--- config.mk ---
export PLATFORM = sky130hd
export DESIGN_NAME = reader_writer_lock_unit_core
export DESIGN_NICKNAME = d
export VERILOG_FILES = /design/src/hw/rtl/rwl_pkg.sv /design/src/hw/rtl/rwl_ctrl.sv /design/src/hw/rtl/rwl_datapath.sv /design/src/hw/rtl/reader_writer_lock_unit_core.sv
export SDC_FILE = /design/constraint.sdc
export NUM_CORES = 1
export LEC_CHECK = 0
export BUFFER_PORTS_ARGS = -buffer_cell sky130_fd_sc_hd__buf_2
export CORE_ASPECT_RATIO = 0.8
export CORE_MARGIN = 3
export CORE_UTILIZATION = 40
export DETAILED_ROUTE_END_ITERATION = 10
export GPL_ROUTABILITY_DRIVEN = 0
export PLACE_DENSITY = 0.53
export SYNTH_ARGS = -nofsm -noshare
export SYNTH_HDL_FRONTEND = slang
export SYNTH_HIERARCHICAL = 1
export SYNTH_SLANG_ARGS = --single-unit
--- constraint.sdc ---
create_clock -name i_clk -period 9.3 [get_ports i_clk]
set_input_delay 0.465 -clock i_clk [delete_from_list [all_inputs] [get_ports i_clk]]
set_output_delay 0.465 -clock i_clk [all_outputs]
set_load 0.1 [all_outputs]
--- src/hw/rtl/rwl_pkg.sv ---
// Shared types and constants for the reader-writer lock unit.
`default_nettype none

package rwl_pkg;

    localparam int THREADS_DEF    = 16;
    localparam int DEPTH_BITS_DEF = 8;
    localparam int TID_W          = 4;
    localparam int FUNC_W         = 2;
    localparam int STATUS_W       = 3;
    localparam int COUNT_W        = 16;

    typedef enum logic [FUNC_W-1:0] {
        FUNC_WR_LOCK   = 2'd0,
        FUNC_WR_UNLOCK = 2'd1,
        FUNC_RD_LOCK   = 2'd2,
        FUNC_RD_UNLOCK = 2'd3
    } t_func;

    typedef enum logic [STATUS_W-1:0] {
        ST_GRANTED              = 3'd0,
        ST_WAIT                 = 3'd1,
        ST_INVALID_UNLOCK       = 3'd2,
        ST_WRITE_UNDERFLOW      = 3'd3,
        ST_READ_DEPTH_UNDERFLOW = 3'd4,
        ST_READER_UNDERFLOW     = 3'd5,
        ST_READ_TO_WRITE        = 3'd6,
        ST_OVERFLOW             = 3'd7
    } t_status;

    typedef enum logic [1:0] {
        S_IDLE = 2'd0,
        S_EXEC = 2'd1
    } t_state;

    typedef struct packed {
        logic load;
        logic exec;
    } t_cmd;

endpackage

`default_nettype wire

--- src/hw/rtl/rwl_ctrl.sv ---
// Control state machine that sequences capture and evaluation of a request.
`default_nettype none

module rwl_ctrl (
    input  wire logic          i_clk,
    input  wire logic          i_rst_n,
    input  wire logic          i_start,
    output logic               o_busy,
    output logic               o_valid,
    output rwl_pkg::t_cmd      o_cmd
);

    rwl_pkg::t_state r_state;
    rwl_pkg::t_state n_state;
    logic            r_valid;

    always_ff @(posedge i_clk) begin
        if (!i_rst_n) begin
            r_state <= rwl_pkg::S_IDLE;
            r_valid <= 1'b0;
        end else begin
            r_state <= n_state;
            r_valid <= (r_state == rwl_pkg::S_EXEC);
        end
    end

    always_comb begin
        n_state = r_state;
        unique case (r_state)
            rwl_pkg::S_IDLE: begin
                if (i_start) begin
                    n_state = rwl_pkg::S_EXEC;
                end
            end
            rwl_pkg::S_EXEC: begin
                n_state = rwl_pkg::S_IDLE;
            end
            default: begin
                n_state = rwl_pkg::S_IDLE;
            end
        endcase
    end

    always_comb begin
        o_cmd.load = 1'b0;
        o_cmd.exec = 1'b0;
        o_busy     = 1'b1;
        unique case (r_state)
            rwl_pkg::S_IDLE: begin
                o_busy     = 1'b0;
                o_cmd.load = i_start;
            end
            rwl_pkg::S_EXEC: begin
                o_cmd.exec = 1'b1;
            end
            default: begin
                o_busy = 1'b1;
            end
        endcase
    end

    assign o_valid = r_valid;

endmodule

`default_nettype wire

--- src/hw/rtl/rwl_datapath.sv ---
// Lock state registers and the per-request decision logic.
`default_nettype none

module rwl_datapath #(
    parameter int THREADS    = rwl_pkg::THREADS_DEF,
    parameter int DEPTH_BITS = rwl_pkg::DEPTH_BITS_DEF
) (
    input  wire logic                           i_clk,
    input  wire logic                           i_rst_n,
    input  wire rwl_pkg::t_cmd                  i_cmd,
    input  wire logic [rwl_pkg::FUNC_W-1:0]     i_func,
    input  wire logic [rwl_pkg::TID_W-1:0]      i_thread_id,
    input  wire logic                           i_cfg_we,
    input  wire logic                           i_cfg_wdata,
    output logic [rwl_pkg::STATUS_W-1:0]        o_status,
    output logic [rwl_pkg::COUNT_W-1:0]         o_readers_now,
    output logic                                o_writer_held
);

    localparam int TW = $clog2(THREADS);

    // Captured request.
    rwl_pkg::t_func                  r_func;
    logic [rwl_pkg::TID_W-1:0]       r_tid;

    // Lock state.
    logic                            r_checks;
    logic                            r_owner_valid;
    logic [rwl_pkg::TID_W-1:0]       r_owner_thread;
    logic [rwl_pkg::COUNT_W-1:0]     r_write_depth;
    logic [rwl_pkg::COUNT_W-1:0]     r_reader_count;
    logic [THREADS-1:0]              r_writer_waiting;
    logic [DEPTH_BITS-1:0]           r_read_depth [THREADS];

    // Result registers.
    rwl_pkg::t_status                r_status;
    logic [rwl_pkg::COUNT_W-1:0]     r_readers_now;
    logic                            r_writer_held;

    logic                            n_owner_valid;
    logic [rwl_pkg::TID_W-1:0]       n_owner_thread;
    logic [rwl_pkg::COUNT_W-1:0]     n_write_depth;
    logic [rwl_pkg::COUNT_W-1:0]     n_reader_count;
    rwl_pkg::t_status                n_status;
    logic [DEPTH_BITS-1:0]           n_rd;
    logic                            rd_we;
    logic                            ww_set;
    logic                            ww_clr;

    logic [TW-1:0]                   idx;
    logic                            in_range;
    logic                            own;
    logic [DEPTH_BITS-1:0]           rd;
    logic                            rd_full;
    logic                            rd_zero;

    assign idx      = TW'(r_tid);
    assign in_range = (32'(r_tid) < 32'(THREADS));
    assign own      = r_owner_valid && (r_owner_thread == r_tid);
    assign rd       = r_read_depth[idx];
    assign rd_full  = (rd == {DEPTH_BITS{1'b1}});
    assign rd_zero  = (rd == '0);

    always_comb begin
        n_owner_valid  = r_owner_valid;
        n_owner_thread = r_owner_thread;
        n_write_depth  = r_write_depth;
        n_reader_count = r_reader_count;
        n_status       = rwl_pkg::ST_WAIT;
        n_rd           = rd;
        rd_we          = 1'b0;
        ww_set         = 1'b0;
        ww_clr         = 1'b0;
        if (!in_range) begin
            n_status = rwl_pkg::ST_INVALID_UNLOCK;
        end else begin
            case (r_func)
                rwl_pkg::FUNC_WR_LOCK: begin
                    if (own) begin
                        if (r_checks && !rd_zero) begin
                            n_status = rwl_pkg::ST_READ_TO_WRITE;
                        end else if (r_write_depth == {rwl_pkg::COUNT_W{1'b1}}) begin
                            n_status = rwl_pkg::ST_OVERFLOW;
                        end else begin
                            n_write_depth = r_write_depth + 1'b1;
                            n_status      = rwl_pkg::ST_GRANTED;
                        end
                    end else if (!r_owner_valid && (r_reader_count == '0)) begin
                        n_owner_valid  = 1'b1;
                        n_owner_thread = r_tid;
                        n_write_depth  = rwl_pkg::COUNT_W'(1);
                        ww_clr         = 1'b1;
                        n_status       = rwl_pkg::ST_GRANTED;
                    end else begin
                        // A refused writer raises its pending bit so new readers hold off.
                        ww_set   = 1'b1;
                        n_status = rwl_pkg::ST_WAIT;
                    end
                end
                rwl_pkg::FUNC_WR_UNLOCK: begin
                    if (!own) begin
                        n_status = rwl_pkg::ST_INVALID_UNLOCK;
                    end else if (r_write_depth == '0) begin
                        n_status = rwl_pkg::ST_WRITE_UNDERFLOW;
                    end else begin
                        n_write_depth = r_write_depth - 1'b1;
                        if (r_write_depth == rwl_pkg::COUNT_W'(1)) begin
                            n_owner_valid  = 1'b0;
                            n_owner_thread = '0;
                        end
                        n_status = rwl_pkg::ST_GRANTED;
                    end
                end
                rwl_pkg::FUNC_RD_LOCK: begin
                    if (own) begin
                        // The owning writer reads without counting as a reader.
                        if (r_checks && rd_full) begin
                            n_status = rwl_pkg::ST_OVERFLOW;
                        end else begin
                            if (r_checks) begin
                                n_rd  = rd + 1'b1;
                                rd_we = 1'b1;
                            end
                            n_status = rwl_pkg::ST_GRANTED;
                        end
                    end else if ((|r_writer_waiting) || r_owner_valid) begin
                        n_status = rwl_pkg::ST_WAIT;
                    end else if (r_reader_count == {rwl_pkg::COUNT_W{1'b1}}) begin
                        n_status = rwl_pkg::ST_OVERFLOW;
                    end else if (r_checks && rd_full) begin
                        n_status = rwl_pkg::ST_OVERFLOW;
                    end else begin
                        n_reader_count = r_reader_count + 1'b1;
                        if (r_checks) begin
                            n_rd  = rd + 1'b1;
                            rd_we = 1'b1;
                        end
                        n_status = rwl_pkg::ST_GRANTED;
                    end
                end
                rwl_pkg::FUNC_RD_UNLOCK: begin
                    if (r_checks && rd_zero) begin
                        n_status = rwl_pkg::ST_READ_DEPTH_UNDERFLOW;
                    end else if (!own && (r_owner_valid || (r_reader_count == '0))) begin
                        n_status = rwl_pkg::ST_READER_UNDERFLOW;
                    end else begin
                        if (!own) begin
                            n_reader_count = r_reader_count - 1'b1;
                        end
                        if (r_checks) begin
                            n_rd  = rd - 1'b1;
                            rd_we = 1'b1;
                        end
                        n_status = rwl_pkg::ST_GRANTED;
                    end
                end
                default: begin
                    n_status = rwl_pkg::ST_WAIT;
                end
            endcase
        end
    end

    always_ff @(posedge i_clk) begin
        if (i_cmd.load) begin
            r_func <= rwl_pkg::t_func'(i_func);
            r_tid  <= i_thread_id;
        end
        if (i_cmd.exec) begin
            r_status      <= n_status;
            r_readers_now <= n_reader_count;
            r_writer_held <= n_owner_valid;
        end
    end

    always_ff @(posedge i_clk) begin
        if (!i_rst_n) begin
            r_checks         <= 1'b1;
            r_owner_valid    <= 1'b0;
            r_owner_thread   <= '0;
            r_write_depth    <= '0;
            r_reader_count   <= '0;
            r_writer_waiting <= '0;
            for (int i = 0; i < THREADS; i++) begin
                r_read_depth[i] <= '0;
            end
        end else begin
            if (i_cfg_we) begin
                r_checks <= i_cfg_wdata;
            end
            if (i_cmd.exec) begin
                r_owner_valid  <= n_owner_valid;
                r_owner_thread <= n_owner_thread;
                r_write_depth  <= n_write_depth;
                r_reader_count <= n_reader_count;
                if (ww_set) begin
                    r_writer_waiting[idx] <= 1'b1;
                end else if (ww_clr) begin
                    r_writer_waiting[idx] <= 1'b0;
                end
                if (rd_we) begin
                    r_read_depth[idx] <= n_rd;
                end
            end
        end
    end

    assign o_status      = r_status;
    assign o_readers_now = r_readers_now;
    assign o_writer_held = r_writer_held;

endmodule

`default_nettype wire

--- src/hw/rtl/reader_writer_lock_unit_core.sv ---
// Top level of the reader-writer lock unit with writer preference.
//
//  Channel   | Handshake           | Signals
//  ----------+---------------------+---------------------------------------------
//  request   | start high, busy low| i_func, i_thread_id
//  result    | o_valid, one cycle  | o_status, o_readers_now, o_writer_held
//  config    | i_cfg_we            | i_cfg_wdata (debug checks enable)
//
// A request is captured in the idle state and evaluated against the lock state in the
// exec state, so busy is high for one cycle after each accepted request.
// The result appears in the cycle after evaluation, as a one-cycle o_valid pulse.
// The receiver cannot stall; results are never held back.
// Synchronous active-low reset clears the lock state and enables debug checks.
`default_nettype none

module reader_writer_lock_unit_core #(
    parameter int THREADS    = rwl_pkg::THREADS_DEF,
    parameter int DEPTH_BITS = rwl_pkg::DEPTH_BITS_DEF
) (
    input  wire logic                           i_clk,
    input  wire logic                           i_rst_n,
    input  wire logic                           start,
    output logic                                busy,
    input  wire logic [rwl_pkg::FUNC_W-1:0]     i_func,
    input  wire logic [rwl_pkg::TID_W-1:0]      i_thread_id,
    input  wire logic                           i_cfg_we,
    input  wire logic                           i_cfg_wdata,
    output logic                                o_valid,
    output logic [rwl_pkg::STATUS_W-1:0]        o_status,
    output logic [rwl_pkg::COUNT_W-1:0]         o_readers_now,
    output logic                                o_writer_held
);

    rwl_pkg::t_cmd cmd;

    rwl_ctrl u_ctrl (
        .i_clk   (i_clk),
        .i_rst_n (i_rst_n),
        .i_start (start),
        .o_busy  (busy),
        .o_valid (o_valid),
        .o_cmd   (cmd)
    );

    rwl_datapath #(
        .THREADS    (THREADS),
        .DEPTH_BITS (DEPTH_BITS)
    ) u_datapath (
        .i_clk         (i_clk),
        .i_rst_n       (i_rst_n),
        .i_cmd         (cmd),
        .i_func        (i_func),
        .i_thread_id   (i_thread_id),
        .i_cfg_we      (i_cfg_we),
        .i_cfg_wdata   (i_cfg_wdata),
        .o_status      (o_status),
        .o_readers_now (o_readers_now),
        .o_writer_held (o_writer_held)
    );

endmodule

`default_nettype wire

# Word level (Yosys, flattened, before mapping)
# Memory sizes are Yosys's and may differ from the RTL's. A register that Yosys moved wholly into a read port is not among the register bits.
# Cells that the tools add are included.
[totals] reg_bits=82 mem_bits_rw=128 in_bits=11 out_inout_bits=22 word_cells=145 mem_count=1
[mem_list] name="u_datapath.r_read_depth" depth=16 word_bits=8 read_ports=1 rd_ports_with_merged_regs=1 wr=16 line="rwl_datapath.sv:33" rtl="logic [DEPTH_BITS-1:0] r_read_depth [THREADS];"
[op_classes] addsub=6 n_lt_le_gt_ge=2 n_eq_ne=16 muxes=79 n_bitwise=3 n_reduce_logical=25
[ops] op="16-bit 2-to-1 mux" n=15
[ops] op="8-bit 2-to-1 mux" n=9
[ops] op="16-bit one-hot mux with 2 select lines" n=2
[ops] op="16-bit by 1-bit adder with 16-bit output (second input constant)" n=2
[ops] op="16-bit == test (second input constant)" n=2
[ops] op="16-bit logical NOT" n=2
[ops] op="16-bit by 1-bit subtractor with 16-bit output (second input constant)" n=2
[ops] op="3-bit 2-to-1 mux" n=10
[ops] op="1-bit 2-to-1 mux" n=29
[ops] op="4-bit 2-to-1 mux" n=7
[ops] op="16-bit bitwise AND" n=1
[ops] op="16-bit by 1-bit == test with 1-bit output (second input constant)" n=1
[ops] op="16-bit NOT" n=1
[ops] op="16-bit OR" n=1
[ops] op="8-bit one-hot mux with 2 select lines" n=1
[ops] op="16-bit OR reduction" n=1
[ops] op="7-bit AND reduction" n=2
[ops] op="3-bit one-hot mux with 4 select lines" n=1
[ops] op="8-bit by 1-bit adder with 8-bit output (second input constant)" n=1
[ops] op="8-bit == test (second input constant)" n=1
[ops] op="8-bit logical NOT" n=1
[ops] op="4-bit one-hot mux with 2 select lines" n=1
[ops] op="8-bit OR reduction" n=1
[ops] op="8-bit by 1-bit subtractor with 8-bit output (second input constant)" n=1
[ops] op="18 further kinds" n=36

# Logic depth before layout (Yosys ltp)
[depth] depth_word=13 mapped_depth=16 mapped_depth_nobuf=11

# Modules after synthesis
# The synthesis kept the hierarchy.
[by_module_without_submodules] mod="rwl_datapath" n_inst=1 cells_per_inst=1073 area_per_inst_um2=11380.9 seq_area_each_um2=5785.5
[by_module_without_submodules] mod="rwl_ctrl" n_inst=1 cells_per_inst=6 area_per_inst_um2=73.8 seq_area_each_um2=40.0

# Worst setup path before layout
# No wires, ideal clock.
[synth_path] kind="register to register" startpoint="reg (tool-made name)" endpoint="mem u_datapath/r_read_depth[12][0] (netlist bit) (enable)" setup_ns=0.330 arrival_time_ns=3.226 required_ns=8.970 setup_slack_ns=5.744 path_stages_with_launch=16 n_path_buf=6 synth_period_minus_slack_ns=3.556 path_cell_list="dfxtp_1 buf_6 buf_12 buf_6 mux4_2 a22oi_2 nand3_4 ha_1 and3_1 clkbuf_1 a21oi_2 a31o_2 buf_4 buf_6 nand4_2 nand2_1"
[synth_rtl] element="to (decl)" line="rwl_datapath.sv:33"

==> results.toml <==
[detailed_routing]
drc = 0
ant_nets = 0
dr.pass1.iters = 5
drt_iter0_markers = 786
vias_per_cell = 5.90
wl_per_cell_um = 21.3
drt_wl_total_mm = 30.8
via_count = 8543

[logic_synthesis]
synthCells = 1079
synth_seq_cells = 214
syn-cell-area_sq_um = 11500
ys.flop_type = "edfxtp_1"
async_reset_ff_share_pct = 0
synth.avg_cell_area_sq_um = 10.6
synth_warnings = 6
synth_edf_count = 154
synth_seq_area_share_pct = 50.9
syn_nets = 1099
synth.distinct_cells = 92

[floorplan]
die_height_um = 157
core_sq_um = 27700
die_area_sq_um = 30700
num_rows = 54
start_util_pct = 41.4
dieWidth_um = 195
ioPinCount = 33

[power]
power.density_nw_per_um2 = 196
ir_worst_vdd_v = 0.000140
p_leak_nw = 4.42
finalPower_mw = 2.45

[placed_design]
dpl-instance-area_sq_um = 11700
port-buffer-count = 32
dp_hpwl_mm = 21.2

[cells_and_area]
final_nets = 1087
final_util_pct = 45.2
antenna_cells = 0
area_growth_pct = 9.30
fillers = 2595
final_cell_area_sq_um = 12500
final_common_cell = "nor2_1"
final_cell_mix = "179 x nor2_1, 154 x edfxtp_1, 97 x nand2_1"
drive_gt1_share_pct = 14.0

[clock_network]
clk_pin_slew_ps = 60
clock_sinks = 214
post_cts_buffers = 0
post_cts_resized = 0
clockBufferDepth = 3
cts_buffers = 23
htree_levels = 1
root_buffer = "clkbuf_16"
cts_tree = "yes"
clk-insertion-delay-late_ps = 530
ctsHoldBuffers = 0

[global_routing]
globalRouteOverflowTotal = 0
grt_pass1_vias = 7978
grtUsageTotal_pct = 19.8
antenna_found_initial = 0
grt_start_max_net_pins = 46
grt_pass1_wl_mm = 47.6

[critical_path]
critPathArrivalTime_ps = 5160
slowest_delay_ps = 980
required_ps = 9480
crit_chain = "mux4_1 > a22oi_1 > and3_1 > and4b_1 > a21oi_2 > a31o_2 > nand4_1 > nand2_1"
critical_path_class = "flop to flop"
worstSetupStartpointType = "flop"
cp_max_fo = 32
slowest_stage = "dfxtp_2"
worstSetupEndpointType = "flop"

[sta]
finalSetupViolCount = 0
timing.final.crit_period_ps = 4980
slew_headroom_pct = 23.1
rsz0062_at_grt = "false"
tightest_slew_ps = 1150
tns_ps = 0
fin_skew_ps = 17.2
fmax_mhz = 201
fin_crit_sh_pct = 53.6
hold_viol = 0
drv_slew = 0

[outcome]
outcome = "completed"

[run]
cap_violations = 0

[worst_hold_path]
hold_class = "primary input to flop"
-- stage by stage --
stage / hold WS, ps / std cells / setup WS [ps]
after floorplan: 458 / 1079 / 5740
after global placement: 467 / 1406 / 4430
after detailed placement: 473 / 1406 / 4350
after CTS: 94.1 / 1448 / 4330
after global routing: 106 / 1448 / 3960
final: 118 / 1448 / 4320
-- sequential cells by signal, indices dropped and copies added, names as in the netlist, named ones only --
register	cells
u_datapath/r_read_depth	128
u_datapath/o_readers_now	16
u_datapath/r_reader_count	16
u_datapath/r_write_depth	16
u_datapath/idx	4
u_datapath/r_owner_thread	4
u_datapath/o_status	3
u_datapath/r_func	2
u_ctrl/o_valid	1
u_ctrl/r_state	1
u_datapath/o_writer_held	1
u_datapath/r_checks	1
u_datapath/r_owner_valid	1
-- cells by family (layout without fill, tap and decap cells) --
kind of cell / count (synthesis) / after routing / share of synthesized area (%)
AOI/OAI and AO/OA: 178 / 178 / 10.8
xor gates and xnor gates: 23 / 23 / 1.99
adders and majority gates: 9 / 9 / 0.983
buffers and inverters: 98 / 103 / 4.54
DFF: 214 / 214 / 50.9
muxes: 56 / 56 / 9.20
and+or+nand+nor: 501 / 501 / 21.6
-- power breakdown --
group	leakage, nW	switching [mW]	internal (mW)
Combinational	1.97	0.285	0.114
Clock	0.394	0.384	0.581
Sequential	2.06	0.0354	1.06
Total	4.42	0.704	1.75
-- area by class of cell --
class	count	area [sq um]	share of cell area (%)
clock buffer	30	653	5.22
clock inverter	12	148	1.18
inverter	18	67.6	0.540
multi-input combinational	767	5130	40.9
sequential	214	5830	46.5
tap	364	455	3.64
timing repair buffer	43	243	1.94
-- path summary, 6_finish.rpt --
| kind | start | endpoint | slack, ps | cells after the start |
|---|---|---|---|---|
| worst min-delay path | i_func[0] | u_datapath/r_func[0] | 120 | 1 |
| worst max-delay path | flop | u_datapath/r_read_depth[10][2] | 4320 | 8 |
| worst max register to register | flop | u_datapath/r_read_depth[10][2] | 4320 | 8 |
| worst min register to register | u_datapath/r_owner_thread[3] | u_datapath/r_owner_thread[3] | 480 | 2 |
-- per-layer routing --
layer	GRT usage (%)	part of all wire, %
met1	30.7	49
met2	29.0	42
met3	2.93	6.6
met4	5.09	2.4
met5	0	0
-- worst max-delay path: cells and delay by family, from the launching register on --
kind / cells / cell delay [ps]
AND/OR/NAND/NOR: 4 / 1630
flip-flops: 1 / 980
multiplexers: 1 / 670
AO/OA/AOI/OAI: 3 / 1310
-- Yosys cell counts, types with 7 or more instances --
cell,n,area (sq um)
and2_1,11,68.8
ha_1,9,113
mux4_1,18,473
a311oi_1,10,87.6
nor3_1,49,245
nand3_1,37,185
dfxtp_1,60,1200
a22oi_1,7,52.6
mux4_2,15,338
nand2_1,97,364
or3_1,9,56.3
nor4_1,15,93.8
xor2_1,14,123
nand2b_1,14,87.6
xnor2_1,7,61.3
nor2_1,179,672
a21oi_1,49,245
a31oi_1,19,119
nand4_2,8,100
nor2b_1,7,43.8
buf_6,10,113
nor2_2,9,56.3
o21ai_0,31,155
and3_1,8,50.1
buf_2,12,60.1
mux2i_1,16,160
nand4_1,20,125
inv_1,16,60.1
clkbuf_1,48,180
edfxtp_1,154,4620
No activity file was read; power rests on OpenSTA's default activity.
